--- src/hdl/utf8d_pkg.sv ---
// Shared types, constants and decode helpers for the UTF-8 decoder.
`timescale 1ns / 1ps

package utf8d_pkg;

    localparam int CpW    = 21;
    localparam int ByteW  = 8;
    localparam int MaxRes = 3;
    localparam int CntW   = 2;
    localparam int LenW   = 3;

    localparam logic [LenW-1:0] LEN_NONE = 3'd0;
    localparam logic [LenW-1:0] LEN_2    = 3'd2;
    localparam logic [LenW-1:0] LEN_3    = 3'd3;
    localparam logic [LenW-1:0] LEN_4    = 3'd4;

    localparam logic [CpW-1:0]   SUB_RESET = 21'd65533;
    localparam logic [ByteW-1:0] LEAD_MASK = 8'h7F;
    localparam logic [ByteW-1:0] TAIL_MASK = 8'h3F;
    localparam int               TAIL_BITS = 6;

    typedef logic [CpW-1:0] t_cp;

    typedef struct packed {
        t_cp  cp;
        logic repl;
        logic eqs;
        logic last;
        logic srv;
        logic cli;
    } t_result;

    typedef struct packed {
        logic [CntW-1:0]          cnt;
        t_result [MaxRes-1:0]     res;
    } t_bundle;

    typedef struct packed {
        logic             valid;
        logic [ByteW-1:0] data;
        logic             last;
    } t_in_beat;

    function automatic logic [LenW-1:0] seq_len(input logic [ByteW-1:0] b);
        logic [LenW-1:0] len;
        if (b[7:5] == 3'b110) begin
            len = LEN_2;
        end else if (b[7:4] == 4'b1110) begin
            len = LEN_3;
        end else if (b[7:3] == 5'b11110) begin
            len = LEN_4;
        end else begin
            len = LEN_NONE;
        end
        return len;
    endfunction

    function automatic t_result value_res(input t_cp v, input t_cp sub);
        t_result r;
        r      = '0;
        r.cp   = v;
        r.eqs  = (v == sub);
        return r;
    endfunction

    function automatic t_result subst_res(input t_cp sub);
        t_result r;
        r      = '0;
        r.cp   = sub;
        r.repl = 1'b1;
        return r;
    endfunction

    // A lone byte with nothing after it: plain ASCII decodes, anything else is replaced.
    function automatic t_result single_res(input logic [ByteW-1:0] b, input t_cp sub);
        t_result r;
        if (!b[7]) begin
            r = value_res({{(CpW-ByteW){1'b0}}, b}, sub);
        end else begin
            r = subst_res(sub);
        end
        return r;
    endfunction

endpackage

--- src/hdl/utf8d_in_reg.sv ---
// Input register stage that captures one byte beat from the slave stream.
`timescale 1ns / 1ps

module utf8d_in_reg
    import utf8d_pkg::*;
(
    input  logic             i_clk,
    input  logic             i_rst_n,
    input  logic             i_valid,
    output logic             o_ready,
    input  logic [ByteW-1:0] i_data,
    input  logic             i_last,
    input  logic             i_take,
    output t_in_beat         o_beat
);

    logic             r_valid;
    logic [ByteW-1:0] r_data;
    logic             r_last;
    logic             n_valid;

    // No beat is taken while reset is held, since it would be dropped.
    assign o_ready = i_rst_n && (!r_valid || i_take);

    always_comb begin
        n_valid = r_valid;
        if (o_ready) begin
            n_valid = i_valid;
        end
    end

    always_ff @(posedge i_clk) begin
        if (!i_rst_n) begin
            r_valid <= 1'b0;
        end else begin
            r_valid <= n_valid;
        end
    end

    always_ff @(posedge i_clk) begin
        if (o_ready && i_valid) begin
            r_data <= i_data;
            r_last <= i_last;
        end
    end

    assign o_beat = '{valid: r_valid, data: r_data, last: r_last};

endmodule

--- src/hdl/utf8d_decode.sv ---
// Sequence state, substitute register and the per-byte decode into a result bundle.
`timescale 1ns / 1ps

module utf8d_decode
    import utf8d_pkg::*;
(
    input  logic           i_clk,
    input  logic           i_rst_n,
    input  logic           i_cfg_valid,
    output logic           o_cfg_ready,
    input  logic [CpW-1:0] i_cfg_data,
    input  t_in_beat       i_beat,
    input  logic           i_take,
    output t_bundle        o_bundle
);

    logic             fire;
    logic [CpW-1:0]   r_sub;
    logic [LenW-1:0]  r_needed;
    logic [CntW-1:0]  r_held_cnt;
    logic [ByteW-1:0] r_held0;
    t_cp              r_partial;
    logic             r_sticky_srv;
    logic             r_sticky_cli;

    logic [LenW-1:0]  n_needed;
    logic [CntW-1:0]  n_held_cnt;
    logic [ByteW-1:0] n_held0;
    t_cp              n_partial;
    logic             n_sticky_srv;
    logic             n_sticky_cli;

    t_cp              shifted;
    logic [LenW-1:0]  len_b;
    logic [LenW-1:0]  len_h;
    logic [ByteW-1:0] b;
    logic             any_repl;
    logic             any_eqs;
    t_bundle          bnd;

    assign fire        = i_beat.valid && i_take;
    // A write during reset would be lost, so the channel is held off then.
    assign o_cfg_ready = i_rst_n;
    assign b           = i_beat.data;
    assign len_b       = seq_len(b);
    assign len_h       = seq_len(r_held0);
    assign shifted     = CpW'({r_partial, b[TAIL_BITS-1:0]});

    always_comb begin
        bnd        = '0;
        n_needed   = r_needed;
        n_held_cnt = r_held_cnt;
        n_held0    = r_held0;
        n_partial  = r_partial;
        if (r_needed == LEN_NONE) begin
            if (!b[7]) begin
                bnd.res[0] = value_res({{(CpW-ByteW){1'b0}}, b}, r_sub);
                bnd.cnt    = 2'd1;
            end else if (len_b == LEN_NONE || i_beat.last) begin
                bnd.res[0] = subst_res(r_sub);
                bnd.cnt    = 2'd1;
            end else begin
                n_partial  = {{(CpW-ByteW){1'b0}}, b & (LEAD_MASK >> len_b)};
                n_needed   = len_b;
                n_held_cnt = '0;
            end
        end else begin
            n_partial = shifted;
            if ({1'b0, r_held_cnt} + LenW'(2) >= r_needed) begin
                bnd.res[0] = value_res(shifted, r_sub);
                bnd.cnt    = 2'd1;
                n_needed   = LEN_NONE;
                n_held_cnt = '0;
            end else if (i_beat.last) begin
                // Cut short: the lead is replaced and what followed it is decoded anew.
                bnd.res[0] = subst_res(r_sub);
                if (r_held_cnt == '0) begin
                    bnd.res[1] = single_res(b, r_sub);
                    bnd.cnt    = 2'd2;
                end else if (!r_held0[7]) begin
                    bnd.res[1] = value_res({{(CpW-ByteW){1'b0}}, r_held0}, r_sub);
                    bnd.res[2] = single_res(b, r_sub);
                    bnd.cnt    = 2'd3;
                end else if (len_h == LEN_2) begin
                    bnd.res[1] = value_res(CpW'({r_held0[4:0], b[TAIL_BITS-1:0]}), r_sub);
                    bnd.cnt    = 2'd2;
                end else begin
                    bnd.res[1] = subst_res(r_sub);
                    bnd.res[2] = single_res(b, r_sub);
                    bnd.cnt    = 2'd3;
                end
            end else begin
                // Only the first held byte is ever read back on a truncated end.
                if (r_held_cnt == '0) begin
                    n_held0 = b;
                end
                n_held_cnt = r_held_cnt + 2'd1;
            end
        end

        any_repl = bnd.res[0].repl || bnd.res[1].repl || bnd.res[2].repl;
        any_eqs  = bnd.res[0].eqs  || bnd.res[1].eqs  || bnd.res[2].eqs;

        n_sticky_srv = r_sticky_srv || any_repl;
        n_sticky_cli = r_sticky_cli || any_eqs;

        if (i_beat.last) begin
            for (int i = 0; i < MaxRes; i++) begin
                if (CntW'(i + 1) == bnd.cnt) begin
                    bnd.res[i].last = 1'b1;
                    bnd.res[i].srv  = n_sticky_srv;
                    bnd.res[i].cli  = n_sticky_cli;
                end
            end
            n_sticky_srv = 1'b0;
            n_sticky_cli = 1'b0;
            n_needed     = LEN_NONE;
            n_held_cnt   = '0;
            n_partial    = '0;
        end
    end

    always_ff @(posedge i_clk) begin
        if (!i_rst_n) begin
            r_sub        <= SUB_RESET;
            r_needed     <= LEN_NONE;
            r_held_cnt   <= '0;
            r_partial    <= '0;
            r_sticky_srv <= 1'b0;
            r_sticky_cli <= 1'b0;
        end else begin
            if (i_cfg_valid) begin
                r_sub <= i_cfg_data;
            end
            if (fire) begin
                r_needed     <= n_needed;
                r_held_cnt   <= n_held_cnt;
                r_partial    <= n_partial;
                r_sticky_srv <= n_sticky_srv;
                r_sticky_cli <= n_sticky_cli;
            end
        end
    end

    always_ff @(posedge i_clk) begin
        if (fire) begin
            r_held0 <= n_held0;
        end
    end

    assign o_bundle = bnd;

endmodule

--- src/hdl/utf8d_out_seq.sv ---
// Result register that holds a bundle of up to three results and sends them one per beat.
`timescale 1ns / 1ps

module utf8d_out_seq
    import utf8d_pkg::*;
(
    input  logic     i_clk,
    input  logic     i_rst_n,
    input  logic     i_valid,
    input  t_bundle  i_bundle,
    output logic     o_take,
    output logic     o_valid,
    input  logic     i_ready,
    output t_result  o_res
);

    logic                 r_valid_unused;
    logic [CntW-1:0]      r_cnt;
    t_result [MaxRes-1:0] r_res;
    logic [CntW-1:0]      n_cnt;
    logic                 load;
    logic                 beat;

    assign o_valid = (r_cnt != '0);
    assign beat    = o_valid && i_ready;
    // A new bundle may enter when the register is empty or its last result leaves now.
    assign o_take  = (r_cnt == '0) || (r_cnt == 2'd1 && i_ready);
    assign load    = i_valid && o_take;

    always_comb begin
        n_cnt = r_cnt;
        if (load) begin
            n_cnt = i_bundle.cnt;
        end else if (beat) begin
            n_cnt = r_cnt - 2'd1;
        end
    end

    always_ff @(posedge i_clk) begin
        if (!i_rst_n) begin
            r_cnt          <= '0;
            r_valid_unused <= 1'b0;
        end else begin
            r_cnt          <= n_cnt;
            r_valid_unused <= 1'b0;
        end
    end

    always_ff @(posedge i_clk) begin
        if (load) begin
            r_res <= i_bundle.res;
        end else if (beat) begin
            r_res[0] <= r_res[1];
            r_res[1] <= r_res[2];
        end
    end

    assign o_res = r_valid_unused ? '0 : r_res[0];

endmodule

--- src/hdl/utf8_to_codepoint_decoder.sv ---
// Top level of the streaming UTF-8 to code point decoder.
`timescale 1ns / 1ps

// Accepts one UTF-8 byte per beat on the slave stream (tlast marks the final byte of a
// string) and gives code points on the master stream, one per beat, in order. A byte is
// taken every cycle while the output keeps up; a byte that completes or passes a code
// point, or is replaced, gives one result, a byte inside a multibyte sequence gives none.
// When a string ends inside a sequence, that final byte gives two or three results; the
// result register sends them one per cycle while the output is ready, so the byte after it
// waits in the input register until the last of them leaves. A byte passes through the input
// register and the result register. Both input channels are held off during reset. The user
// must write the substitute code on the configuration channel only while the block is idle;
// the block does not enforce this. It resets to U+FFFD. String flags are valid only on tlast.
module utf8_to_codepoint_decoder
    import utf8d_pkg::*;
(
    input  logic           i_clk,
    input  logic           i_rst_n,
    input  logic           i_cfg_valid,
    output logic           o_cfg_ready,
    input  logic [CpW-1:0] i_cfg_data,    // substitute_code
    input  logic           s_axis_tvalid,
    output logic           s_axis_tready,
    input  logic [7:0]     s_axis_tdata,  // [7:0] in_byte
    input  logic           s_axis_tlast,  // end_of_input
    output logic           m_axis_tvalid,
    input  logic           m_axis_tready,
    output logic [23:0]    m_axis_tdata,  // [20:0] code_point, [23:21] zero
    output logic [3:0]     m_axis_tuser,  // [0] was_replaced, [1] equals_substitute,
                                          // [2] string_server_flag, [3] string_client_flag
    output logic           m_axis_tlast   // last_of_string
);

    t_in_beat beat_q;
    t_bundle  bundle;
    t_result  res;
    logic     take;

    utf8d_in_reg u_in_reg (
        .i_clk   (i_clk),
        .i_rst_n (i_rst_n),
        .i_valid (s_axis_tvalid),
        .o_ready (s_axis_tready),
        .i_data  (s_axis_tdata),
        .i_last  (s_axis_tlast),
        .i_take  (take),
        .o_beat  (beat_q)
    );

    utf8d_decode u_decode (
        .i_clk       (i_clk),
        .i_rst_n     (i_rst_n),
        .i_cfg_valid (i_cfg_valid),
        .o_cfg_ready (o_cfg_ready),
        .i_cfg_data  (i_cfg_data),
        .i_beat      (beat_q),
        .i_take      (take),
        .o_bundle    (bundle)
    );

    utf8d_out_seq u_out_seq (
        .i_clk    (i_clk),
        .i_rst_n  (i_rst_n),
        .i_valid  (beat_q.valid),
        .i_bundle (bundle),
        .o_take   (take),
        .o_valid  (m_axis_tvalid),
        .i_ready  (m_axis_tready),
        .o_res    (res)
    );

    assign m_axis_tdata = {3'b000, res.cp};
    assign m_axis_tuser = {res.cli, res.srv, res.eqs, res.repl};
    assign m_axis_tlast = res.last;

endmodule

--- config.mk ---
export PLATFORM = sky130hd
export DESIGN_NAME = utf8_to_codepoint_decoder
export DESIGN_NICKNAME = d
export VERILOG_FILES = /design/src/hdl/utf8d_pkg.sv /design/src/hdl/utf8d_in_reg.sv /design/src/hdl/utf8d_decode.sv /design/src/hdl/utf8d_out_seq.sv /design/src/hdl/utf8_to_codepoint_decoder.sv
export SDC_FILE = /design/constraint.sdc
export NUM_CORES = 1
export LEC_CHECK = 0
export ABC_AREA = 1
export BUFFER_PORTS_ARGS = -buffer_cell sky130_fd_sc_hd__buf_4
export CORE_ASPECT_RATIO = 0.5
export CORE_UTILIZATION = 54
export CTS_CLUSTER_SIZE = 40
export DETAILED_ROUTE_END_ITERATION = 10
export PLACE_DENSITY = 0.76
export SLEW_MARGIN = 10
export SYNTH_ARGS = -nofsm -noshare
export SYNTH_HDL_FRONTEND = slang
export SYNTH_HIERARCHICAL = 1
export SYNTH_SLANG_ARGS = --single-unit
--- constraint.sdc ---
create_clock -name i_clk -period 2.4 [get_ports i_clk]
set_input_delay 0.24 -clock i_clk [delete_from_list [all_inputs] [get_ports i_clk]]
set_output_delay 0.24 -clock i_clk [all_outputs]
set_load 0.1 [all_outputs]
# After elaboration in Yosys (flattened, before gate mapping)

Cells that the tools add are included.
Widths: inputs -> output; s select.

Register bits: 141
Latch bits: 0
RAM bits: 0
Bits in read-only memories: 0
Input port bits: 35
Output and inout port bits: 32
Word-level logic and storage cells: 132
Memories kept: 0

$add $sub $neg: 3
Multipliers: 0
Divide/modulo/power cells: 0
Magnitude comparators: 1
Equality and inequality tests: 17
Shift operators: 1
Muxes and demuxes: 51
Bitwise gates (word level): 4
Reductions and logical operators: 26

Operator list:

| cell                | count |
|---|---|
| $mux 26             | 9 |
| $mux 52             | 2 |
| $mux 80             | 1 |
| $mux 31             | 2 |
| $mux 15             | 4 |
| $mux 53             | 1 |
| $mux 3              | 17 |
| $eq 8x21->1         | 2 |
| $eq 11x21->1        | 1 |
| $eq 21x21->1        | 1 |
| $mux 2              | 10 |
| $eq 5x5->1 const B  | 2 |
| $logic_or 1x1->1    | 9 |
| $and 8x8->8         | 1 |
| $eq 4x4->1 const B  | 2 |
| $shr 7x3->8 const A | 1 |
| $eq 3x3->1 const B  | 2 |
| $logic_not 3->1     | 2 |
| $ne 3x3->1 const B  | 2 |
| $logic_and 1x1->1   | 5 |
| $mux 1              | 5 |
| $reduce_and 5->1    | 1 |
| $eq 2x2->1 const A  | 2 |
| $logic_not 2->1     | 2 |
| other kinds (14)    | 17 |

# Depth between registers and ports, before layout

Gate-level depths: netlist of run 1.

Depth after elaboration: 17
Mapped depth: 16
Depth with buffers taken out: 16

# Cells and area by module

The synthesis of run 1 kept the hierarchy.

By module, submodules not included:

| module                    | times used | cells each | area an instance (um^2) | seq. area each (um^2) |
|---|---|---|---|---|
| utf8d_decode              | 1          | 588        | 3836.2                  | 1101.1 |
| utf8d_out_seq             | 1          | 297        | 3380.7                  | 2382.3 |
| utf8d_in_reg              | 1          | 20         | 344.1                   | 290.3 |
| utf8_to_codepoint_decoder | 1          | 4          | 26.3                    | 0.0 |

# Worst setup path after synthesis of run 1

No wires, ideal clock.

Path kind: reg2reg
From: reg u_out_seq.r_cnt[0]
To: reg u_out_seq/r_res[0] (netlist name), enable pin
Data arrival time: 2.253 ns
Required time: 1.987 ns
Slack: -0.266 ns
Stages on the path, launching flop included: 6
Path buffers: 0
Cells stage by stage: dfxtp_1 -> inv_1 -> ha_1 -> inv_2 -> nand2_1 -> nand2_1

RTL lines:

| element                     | line                            | RTL |
|---|---|---|
| start, declared             | utf8d_out_seq.sv:18             | `logic [CntW-1:0] r_cnt;` |
| start signal, assigned      | utf8d_out_seq.sv:44             | `r_cnt <= n_cnt;` |
| $reduce_bool 2->1           | utf8d_out_seq.sv:24             | `assign o_valid = (r_cnt != '0);` |
| named net m_axis_tvalid     | utf8_to_codepoint_decoder.sv:26 | `output logic m_axis_tvalid,` |
| $logic_and 1x1->1           | utf8d_out_seq.sv:25             | `assign beat = o_valid && i_ready;` |
| $reduce_bool 2->1 (no line) | --                              |  |
| end signal, assigned        | utf8d_out_seq.sv:51             | `r_res <= i_bundle.res;` |
| end, declared               | utf8d_out_seq.sv:19             | `t_result [MaxRes-1:0] r_res;` |

The timed path passes the listed nets, and every way through them passes these cells.
A chain may end at the register's enable or synchronous reset.

==> results of run 1 <==
## layout make-up
class	instances	area [µm²]	area share, %
inverters	97	367	4.23
clock buffers	18	429	4.95
clock inverters	14	155	1.79
flip-flops and latches	141	3770	43.5
well taps	192	240	2.77
repair buffers	91	731	8.43
multi-input cells	605	2980	34.3
## repair_timing
| action | 4_1_cts | 5_1_grt |
|---|---|---|
| setup buffers | 0 | 1 |
| setup endpoints to repair | 0 | 4 |
| resized for setup | 0 | 2 |
| endpoints found under the hold margin | 9 | 0 |
| hold buffers | 9 | 0 |
## tightest hold or removal path: cells and delay by family
family	cells	cell delay, ns
buffers and inverters	1	0.07
AOI/OAI and AO/OA	2	0.11
## state kept, by name, summed over array words and instances (netlist names)
name and count:
u_out_seq/r_res 78, u_decode/r_partial 15, u_in_reg/r_data 8, u_decode/r_held_cnt 2, u_decode/r_sub 21, u_decode/r_sticky_cli 1, u_in_reg/r_last 1, u_decode/r_needed 3
u_decode/r_held0 8, u_out_seq/r_cnt 2, u_decode/r_sticky_srv 1, u_in_reg/r_valid 1
## power by group through the flow
stage,combinational (W),sequential [W],clock (W)
6_report,0.00276,0.00331,0.00260
3_3_place_gp,0.00269,0.00335,0
5_1_grt,0.00292,0.00334,0.00274
4_1_cts,0.00273,0.00331,0.00263
2_1_floorplan,0.00235,0.00329,0
3_5_place_dp,0.00271,0.00336,0
## cells by family after synthesis
family	count (synthesis)
XOR/XNOR	12
flip-flops	141
buffers and inverters	165
AO/OA/AOI/OAI	135
AND/OR/NAND/NOR	448
other	1
adder cells (fa/ha/maj)	7
## layout by cell type, fill, tap and decap left out, drive strengths merged, types with 8 or more instances in the layout
cell type	n
o32ai	8
nor2	99
edfxtp	95
clkbuf	18
nand2	306
buf	82
a21oi	57
dlygate4sd3	9
a211oi	8
inv	104
nand3	34
o21ai	42
dfxtp	46
## through the flow
stage	hold slack (ns)	total power, W	util [%]	setup WS [ns]	instances
global route	0.0267	0.00900	63.6	0.00667	1158
floorplan	0.339	0.00564	-	0.217	911
global placement	0.419	0.00604	58.6	0.214	1116
finish	0.0249	0.00867	63.6	0.123	1158
detailed placement	0.420	0.00607	58.6	0.166	1116
CTS	0.0170	0.00867	63.6	0.154	1157
## per-layer routing
layer	GRT usage [%]	share of wire, %	vias to the layer above
met5	0	0	-
met4	8.85	1.7	0
met3	11.6	15	34
met2	39.0	38	416
met1	45.5	45	2907
li1	-	-	3016
## synth_stat cells (4+ instances only)
| cell type | n | area, µm² |
|---|---|---|
| a21oi_1 | 53 | 265 |
| nand3_1 | 30 | 150 |
| nand2_4 | 4 | 45.0 |
| xor2_1 | 5 | 43.8 |
| buf_4 | 34 | 255 |
| o32ai_1 | 8 | 70.1 |
| a221oi_1 | 7 | 61.3 |
| a211oi_1 | 7 | 52.6 |
| buf_6 | 10 | 113 |
| o21ai_1 | 6 | 30.0 |
| inv_1 | 72 | 270 |
| a22oi_1 | 7 | 52.6 |
| nor2_4 | 5 | 56.3 |
| xnor2_1 | 7 | 61.3 |
| ha_1 | 7 | 87.6 |
| o21ai_0 | 36 | 180 |
| dfxtp_1 | 46 | 921 |
| inv_2 | 24 | 90.1 |
| nor2_1 | 80 | 300 |
| nand2_2 | 14 | 87.6 |
| nand2_1 | 287 | 1080 |
| buf_2 | 10 | 50.1 |
| nor2_2 | 13 | 81.3 |
| clkbuf_1 | 11 | 41.3 |
| edfxtp_1 | 95 | 2850 |
## worst paths after layout
| kind | start | endpoint | slack, ns | cells after the start |
|---|---|---|---|---|
| max reg2reg | u_decode/r_needed[2] | u_out_seq/r_res[16] | 0.12 | 11 |
| min | i_cfg_data[5] | u_decode/r_sub[5] | 0.02 | 3 |
| max | u_decode/r_needed[2] | u_out_seq/r_res[16] | 0.12 | 11 |
| min reg2reg | u_decode/r_held_cnt[0] | u_decode/r_held_cnt[0] | 0.47 | 2 |
==> results.md, run 1 <==
- Syn Area/Cell: 8.35 µm²
- Cell family with most CP delay: simple AND/OR/NAND/NOR gates
- Max Root-Sink Buffers: 2
- Psw: 0.00346 W
- Synthesized-area fraction occupied by adder cells: 1.15%
- Tcrit/Tclk final: 94.9%
- Buf/Inv on CP: 2
- Asr flop ratio synth: 0%
- Avg WL per Cell: 18.2 µm
- Detailed Route WL: 21.1 mm
- Die height: 85.8 µm
- Crit path max-delay cell type: ha_1
- DRT antenna net count: 0
- Leakage power: 3.78 nW
- CTS clk-pin slew, worst paths: 0.06 ns
- CTS tree: built
- Achievable Freq: 439 MHz
- Main combinational cell family by area after synthesis: simple AND/OR/NAND/NOR gates
- # diodes: 0
- RSZ-0062 raised after global routing: no
- Switching share of power: 40.0%
- Minimum clock period: 2.28 ns
- Largest net degree at the start of global routing: 57
- MaxCap Viol Count: 0
- Worst Path Max Fanout: 19
- Tightest Pin Transition: 0.859 ns
- Row count: 30
- CTS buffer count: 17
- Worst hold path class: primary input to flip-flop
- Crit end category: flip-flop
- Seq/Total Area, Yosys: 49.7%
- Most used DFF post-synth: edfxtp_1
- Comb power frac: 31.8%
- Initial antenna violation count: 0
- Grt ovf: 0
- Status: completed
- Share of cells above drive strength 1: 19.6%
- GP Congestion: 1.02
- Core area: 13,600 µm²
- GRT Overall Usage: 30.1%
- Clock root buffer: clkbuf_16
- Clock latency on the worst-skew pair: 0.42 ns
- Crit path DAT: 2.57 ns
- Setup-failing EPs final: 0
- Count of buffers from port buffering: 63
- Crit-path cells: inv_2, ha_1, a21oi_4, nand3_4, nor2_8, nand2_8, nand2_2, inv_2, o21ai_0, nand2_1, nand2_1
- Clk pwr share: 30.0%
- Die width: 170 µm
- Rel. slew slack: 42.7%
- Distinct cells, synth: 44
- Hpwl dp: 15.1 mm
- Layout fillers: 1,139
- Worst path max stage delay: 0.36 ns
- Yosys Warn Count: 6
- WP data required: 2.69 ns
- DRC viols: 0
- Net count, final: 995
- Vias per Instance: 5.50
- CTS sink count: 141
- XOR/XNOR Fraction of Synth Area: 1.39%
- Synth Area in Compound Gates: 10.7%
- #FFs+latches synth: 141
- CP Launch Type: flip-flop
- Routed vias: 6,373
- Gate Count Post-Synth: 909
- Post-route setup TNS: 0 ns
- PD cells: 1000 nW/µm²
- Vias in the first global route: 5,728
- Placed instance area: 7990 µm²
- Slew Viols, Final: 0
- Post-synthesis mux area share: 0%
- First-pass GRT wire length: 32.1 mm
- DIE AREA: 14,600 µm²
- Netlist Area Pre-Place: 7590 µm²
- Internal power: 0.00520 W
- Final Hold Vio Count: 0
- Final Instance Area: 8670 µm²
- Htree depth: 4
- Starting Density: 55.7%
- Max VDD drop: 0.905 mV
- Io pins: 67
- WS Path Type: flip-flop to flip-flop
- Worst Skew: 0.00843 ns
- Sequential fraction of design power: 38.2%
- Simple logic cell fraction of the synthesized area: 25.8%
- Drt pass-1 iters: 5
- Area Growth Syn to Fin: 14.3%
- Initial drt markers: 799
- Post-synth EDFFs: 95
No activity file was read; power rests on OpenSTA's default activity.
==> run 2: changes to the inputs <==
--- a/config.mk
+++ b/config.mk
@@ -7,11 +7,12 @@
 export LEC_CHECK = 0
 export ABC_AREA = 1
 export BUFFER_PORTS_ARGS = -buffer_cell sky130_fd_sc_hd__buf_4
-export CORE_ASPECT_RATIO = 0.5
+export CORE_ASPECT_RATIO = 0.7
 export CORE_UTILIZATION = 54
 export CTS_CLUSTER_SIZE = 40
 export DETAILED_ROUTE_END_ITERATION = 10
-export PLACE_DENSITY = 0.76
+export PLACE_DENSITY = 0.86
+export RECOVER_POWER = 50
 export SLEW_MARGIN = 10
 export SYNTH_ARGS = -nofsm -noshare
 export SYNTH_HDL_FRONTEND = slang
==> run 2 against run 1 <==
  * Critical path depth rose by 3
  * Worst setup slack worse by 0.051 ns
  * Highest routed layer unchanged
  * Critical path type unchanged
  * Die area fell by 0.14%
  * Maximum frequency shrank 2.2%
  * Cell count is the same
==> results.md, run 2 (synthesis results as in run 1) <==
- Worst path max stage delay: 0.36 ns (about the same)
- CTS clk-pin slew, worst paths: 0.06 ns (about the same)
- DIE AREA: 14,500 µm² (-0.14%)
- GRT Overall Usage: 29.6% (-0.56 points)
- Htree depth: 4 (unchanged)
- Leakage power: 3.71 nW (-1.7%)
- DRC viols: 0 (unchanged)
- Core area: 13,400 µm² (-1.3%)
- CTS buffer count: 17 (unchanged)
- Most frequent cells in the layout: 288 x nand2_1, 95 x edfxtp_1, 80 x nor2_1, 76 x inv_1, 53 x a21oi_1
- DRT antenna net count: 0 (unchanged)
- Slew Viols, Final: 0 (unchanged)
- Buf/Inv on CP: 3 (+1)
- Multi-input logic area: 2970 µm² (-0.29%)
- Grt ovf: 0 (unchanged)
- Tcrit/Tclk final: 97.0% (+2.1 points)
- Worst hold path class: primary input to flip-flop
- Row count: 35 (+17%)
- MaxCap Viol Count: 0 (unchanged)
- Reg with most FFs: u_out_seq/r_res
- Final Hold Vio Count: 0 (unchanged)
- Cell family with most CP delay: simple AND/OR/NAND/NOR gates
- Crit path max-delay cell type: ha_1
- Worst Skew: 0.00954 ns (+0.00110 ns)
- Hpwl dp: 14.0 mm (-7.1%)
- GP Congestion: 0.967 (-4.9%)
- Max reg flops: 78 (unchanged)
- Hold Slack: 0.0202 ns (-0.00476 ns)
- Clock latency on the worst-skew pair: 0.43 ns (about the same)
- Layout fillers: 1,141 (+0.18%)
- WP data required: 2.57 ns (-0.12 ns)
- Minimum clock period: 2.33 ns (+0.0514 ns)
- CTS sink count: 141 (unchanged)
- Max VDD drop: 0.645 mV (-29%)
- Avg WL per Cell: 17.6 µm (-3.6%)
- CTS tree: built
- Pwr Total: 0.00859 W (-0.91%)
- Routed vias: 6,479 (+1.7%)
- First-pass GRT wire length: 31.7 mm (-1.4%)
- Clock root buffer: clkbuf_16
- Die width: 144 µm (-15%)
- Status: completed
- Vias in the first global route: 5,831 (+1.8%)
- WS Path Type: flip-flop to flip-flop
- Crit end category: flip-flop
- Drt pass-1 iters: 6 (+1)
- Top flop regs: u_out_seq/r_res: 78 flops, u_decode/r_sub: 21 flops, u_decode/r_partial: 15 flops
- Io pins: 67 (unchanged)
- Share of cells above drive strength 1: 16.8% (-2.8 points)
- Max Root-Sink Buffers: 2 (unchanged)
- Initial drt markers: 1,010 (+26%)
- Initial antenna violation count: 0 (unchanged)
- Tightest Pin Transition: 1.19 ns (+0.331 ns)
- # diodes: 0 (unchanged)
- Cell mode on critical path: nand2_1
- Die height: 101 µm (+18%)
- PD cells: 998 nW/µm² (-0.13%)
- Crit path DAT: 2.50 ns (-0.07 ns)
- Rel. slew slack: 20.7% (-22 points)
- Vias per Instance: 5.59 (+1.7%)
- Starting Density: 56.4% (+0.75 points)
- Setup-failing EPs final: 0 (unchanged)
- Largest net degree at the start of global routing: 57 (unchanged)
- Achievable Freq: 430 MHz (-2.2%)
- CP Launch Type: flip-flop
- Count of buffers from port buffering: 63 (unchanged)
- Register area: 3770 µm² (unchanged)
- Area Growth Syn to Fin: 13.4%
- Detailed Route WL: 20.3 mm (-3.6%)
- Crit-path cells: inv_2, ha_1, a21oi_4, nand3_4, inv_2, nor2_1, nand2_1, nand2_1, nor2_1, nand2_2, inv_2, nor3_2, nand2_1, nand2_1
- Commonest non-fill, non-tap cell in the layout: nand2_1
- Worst Path Max Fanout: 8 (-11)
- Net count, final: 1,002 (+0.70%)
[run 2: path summary, 6_finish.rpt]
check / depth (start not counted) / to / from / slack (ns)
worst max register to register: 14 / u_out_seq/r_res[0] / u_decode/r_needed[2] / 0.07
worst min-delay path: 3 / u_decode/r_sub[3] / i_cfg_data[3] / 0.02
worst max-delay path: 14 / u_out_seq/r_res[0] / u_decode/r_needed[2] / 0.07
worst min register to register: 2 / u_decode/r_held_cnt[0] / u_decode/r_held_cnt[0] / 0.47
[run 2: through the flow]
step	area, µm²	utilization (%)	worst slack, ns	TNS, ns	cells
after detailed placement	8000	59.5	0.0546	0	1111
final	8600	64.0	0.0720	0	1158
after global placement	8000	59.5	0.208	0	1111
after CTS	8690	64.6	0.0229	0	1152
after global routing	8600	64.0	-0.00148	-0.00242	1158
after floorplan	7600	-	0.217	0	911
[run 2: worst reg2reg max path: cells and delay by family (launching register included)]
family | cells | cell delay [ns]
and+or+nand+nor | 9 | 0.82
DFF | 1 | 0.33
adders and majority gates | 1 | 0.36
buffers and inverters | 3 | 0.37
AOI/OAI and AO/OA | 1 | 0.20
[run 2: metal layers]
layer | GRT usage, % | routed length, µm | vias up
met1 | 44.9 | 8870 | 2986
met3 | 7.28 | 2870 | 30
met4 | 7.94 | 218 | 0
met2 | 41.7 | 8380 | 429
met5 | 0 | 0 | -
li1 | - | - | 3034
[run 2: power breakdown]
part	internal [W]	total, W	switching, W	leakage, nW
Clock	0.00156	0.00268	0.00112	0.291
Sequential	0.00314	0.00330	0.000152	1.29
Combinational	0.000465	0.00261	0.00214	2.13
Total	0.00517	0.00859	0.00341	3.71
[run 2: layout make-up]
type | count | share of cell area (%)
clock buffer | 17 | 4.94
multi-input combinational | 605 | 34.5
inverter | 97 | 4.29
clock inverter | 15 | 2.04
tap | 185 | 2.69
timing repair buffer | 98 | 7.69
sequential | 141 | 43.9
[run 2: what timing repair did]
| action | in CTS | in global routing |
|---|---|---|
| setup buffers | 0 | 6 |
| setup endpoints to repair | 0 | 9 |
| endpoints found under the hold margin | 9 | 0 |
| gates resized for setup | 0 | 5 |
| hold buffers | 9 | 0 |
==> run 3: changes to the inputs <==
--- a/config.mk
+++ b/config.mk
@@ -11,7 +11,8 @@
 export CORE_UTILIZATION = 54
 export CTS_CLUSTER_SIZE = 40
 export DETAILED_ROUTE_END_ITERATION = 10
-export PLACE_DENSITY = 0.86
+export HOLD_SLACK_MARGIN = 0.15
+export PLACE_DENSITY = 0.76
 export RECOVER_POWER = 50
 export SLEW_MARGIN = 10
 export SYNTH_ARGS = -nofsm -noshare
==> run 3 against run 2 <==
  * First-iteration DRC count is 21% lower
  * Design area is 2.1% higher
  * Routed wire length is 0.63% higher
  * Worst setup slack better by 0.071 ns
  * Sequential share of layout area is 0.88 points lower
  * Global-route usage is 0.13 points lower
  * Clock-buffer cell count is 2 higher
  * Sequential power hardly changed
  * Via count is 0.22% lower
  * Register-to-register slack better by 0.07 ns
  * Critical path type unchanged
==> results.md, run 3 (synthesis results as in run 1) <==
- Status: completed
- CTS buffer count: 17 (unchanged)
- WP data required: 2.69 ns (+0.12 ns)
- GRT Overall Usage: 29.5% (-0.13 points)
- Die height: 101 µm (unchanged)
- Pre-CTS WS: -0.0484 ns (-0.103 ns)
- Count of buffers from port buffering: 63 (unchanged)
- CTS clk-pin slew, worst paths: 0.06 ns (about the same)
- Achievable Freq: 443 MHz (+3.1%)
- Io pins: 67 (unchanged)
- Final Hold Vio Count: 0 (unchanged)
- Htree depth: 4 (unchanged)
- Post-Layout Cell Count: 1,176 (+1.6%)
- Most frequent cells in the layout: 290 x nand2_1, 95 x edfxtp_1, 82 x nor2_1, 72 x inv_1, 53 x a21oi_1
- Initial antenna violation count: 0 (unchanged)
- Pwr Total: 0.00859 W (about the same)
- Crit end category: flip-flop
- GP Congestion: 0.943 (-2.5%)
- Hpwl dp: 13.9 mm (-1.1%)
- Area Growth Syn to Fin: 15.7%
- First-pass GRT wire length: 31.6 mm (-0.35%)
- MaxCap Viol Count: 0 (unchanged)
- Grt ovf: 0 (unchanged)
- Net count, final: 1,020 (+1.8%)
- DRC viols: 0 (unchanged)
- DRT antenna net count: 0 (unchanged)
- Top flop regs: u_out_seq/r_res: 78 flops, u_decode/r_sub: 21 flops, u_decode/r_partial: 15 flops
- Rel. slew slack: 22.0% (+1.3 points)
- Vias in the first global route: 5,762 (-1.2%)
- Crit path DAT: 2.54 ns (+0.04 ns)
- Core area: 13,400 µm² (unchanged)
- Setup-failing EPs final: 0 (unchanged)
- Vias per Instance: 5.50 (-1.7%)
- Detailed Route WL: 20.5 mm (+0.63%)
- Reg with most FFs: u_out_seq/r_res
- Tcrit/Tclk final: 94.1% (-2.9 points)
- Max Root-Sink Buffers: 2 (unchanged)
- Clock latency on the worst-skew pair: 0.42 ns (about the same)
- Max VDD drop: 0.849 mV (+32%)
- Largest net degree at the start of global routing: 46 (-19%)
- # diodes: 0 (unchanged)
- Initial drt markers: 798 (-21%)
- WS Path Type: flip-flop to flip-flop
- CTS sink count: 141 (unchanged)
- Drt pass-1 iters: 5 (-1)
- Starting Density: 56.4% (unchanged)
- Avg WL per Cell: 17.4 µm (-0.91%)
- Row count: 35 (unchanged)
- CTS tree: built
- Worst Path Max Fanout: 19 (+11)
- Clock root buffer: clkbuf_16
- Die width: 144 µm (unchanged)
- Tightest Pin Transition: 1.18 ns (-0.0146 ns)
- Minimum clock period: 2.26 ns (-0.0706 ns)
- Worst hold path class: primary input to flip-flop
- Hold Slack: 0.240 ns (+0.220 ns)
- Placed insts: 1,105 (-0.54%)
- Worst Skew: 0.00988 ns (+0.000344 ns)
- Share of cells above drive strength 1: 16.0% (-0.71 points)
- DIE AREA: 14,500 µm² (unchanged)
- RSZ-0062 raised after global routing: no
- Commonest non-fill, non-tap cell in the layout: nand2_1
- CP Launch Type: flip-flop
- Leakage power: 3.77 nW (+1.6%)
- Max reg flops: 78 (unchanged)
- Routed vias: 6,465 (-0.22%)
- Slew Viols, Final: 0 (unchanged)
- Post-route setup TNS: 0 ns (unchanged)
- PD cells: 979 nW/µm² (-2.0%)
- Min setup slack post-route: 0.143 ns (+0.0706 ns)
run 3: final timing paths:
| path | startpoint | to | slack [ns] | depth (start not counted) |
|---|---|---|---|---|
| setup reg to reg | u_decode/r_needed[2] | u_out_seq/r_res[0] | 0.14 | 13 |
| hold reg to reg | u_decode/r_held_cnt[0] | u_decode/r_held_cnt[0] | 0.48 | 2 |
| setup / recovery | u_decode/r_needed[2] | u_out_seq/r_res[0] | 0.14 | 13 |
| hold / removal | i_cfg_valid | u_decode/r_sub[9] | 0.24 | 2 |
run 3: layer usage:
layer	vias to the layer above	routed length, µm	global-route usage (%)
met5	-	0	0
met2	401	8340	41.7
met3	22	2660	8.46
met4	0	220	6.22
li1	3071	-	-
met1	2971	9240	44.5
run 3: stage by stage:
step	util (%)	instance area [µm²]
final	65.3	8780
after global routing	65.3	8780
after CTS	66.0	8870
after detailed placement	59.1	7950
after global placement	59.1	7950
after floorplan	-	7600
run 3: layout make-up:
| type | count | area [µm²] |
|---|---|---|
| fill | 1121 | 4660 |
| tap | 185 | 231 |
| timing repair buffer | 116 | 835 |
| clock buffer | 19 | 433 |
| clock inverter | 13 | 165 |
| multi-input combinational | 605 | 2970 |
| inverter | 97 | 373 |
| sequential | 141 | 3770 |
run 3: worst max-delay path: stages, from the launching register on:
cell and delay [ns]:
dfxtp_1 0.33, inv_2 0.06, ha_1 0.36, a21oi_4 0.21, nand3_4 0.18, nor2_8 0.20, nand2_8 0.14, a21oi_2 0.12
nand2_1 0.12, nand2_2 0.10, inv_2 0.05, nor3_2 0.09, nand2_1 0.07, nand2_1 0.07
run 3: timing repair:
action	in CTS	in global routing
hold buffers	32	0
setup buffers	0	7
hold endpoints to repair	31	0
pin swaps	0	1
endpoints found under the setup margin	2	24
resized for setup	2	9
run 3: power by group:
group,internal (W),switching [W],leakage [nW],total (W)
Sequential,0.00314,0.000153,1.29,0.00330
Clock,0.00164,0.00104,0.288,0.00268
Combinational,0.000466,0.00215,2.19,0.00261
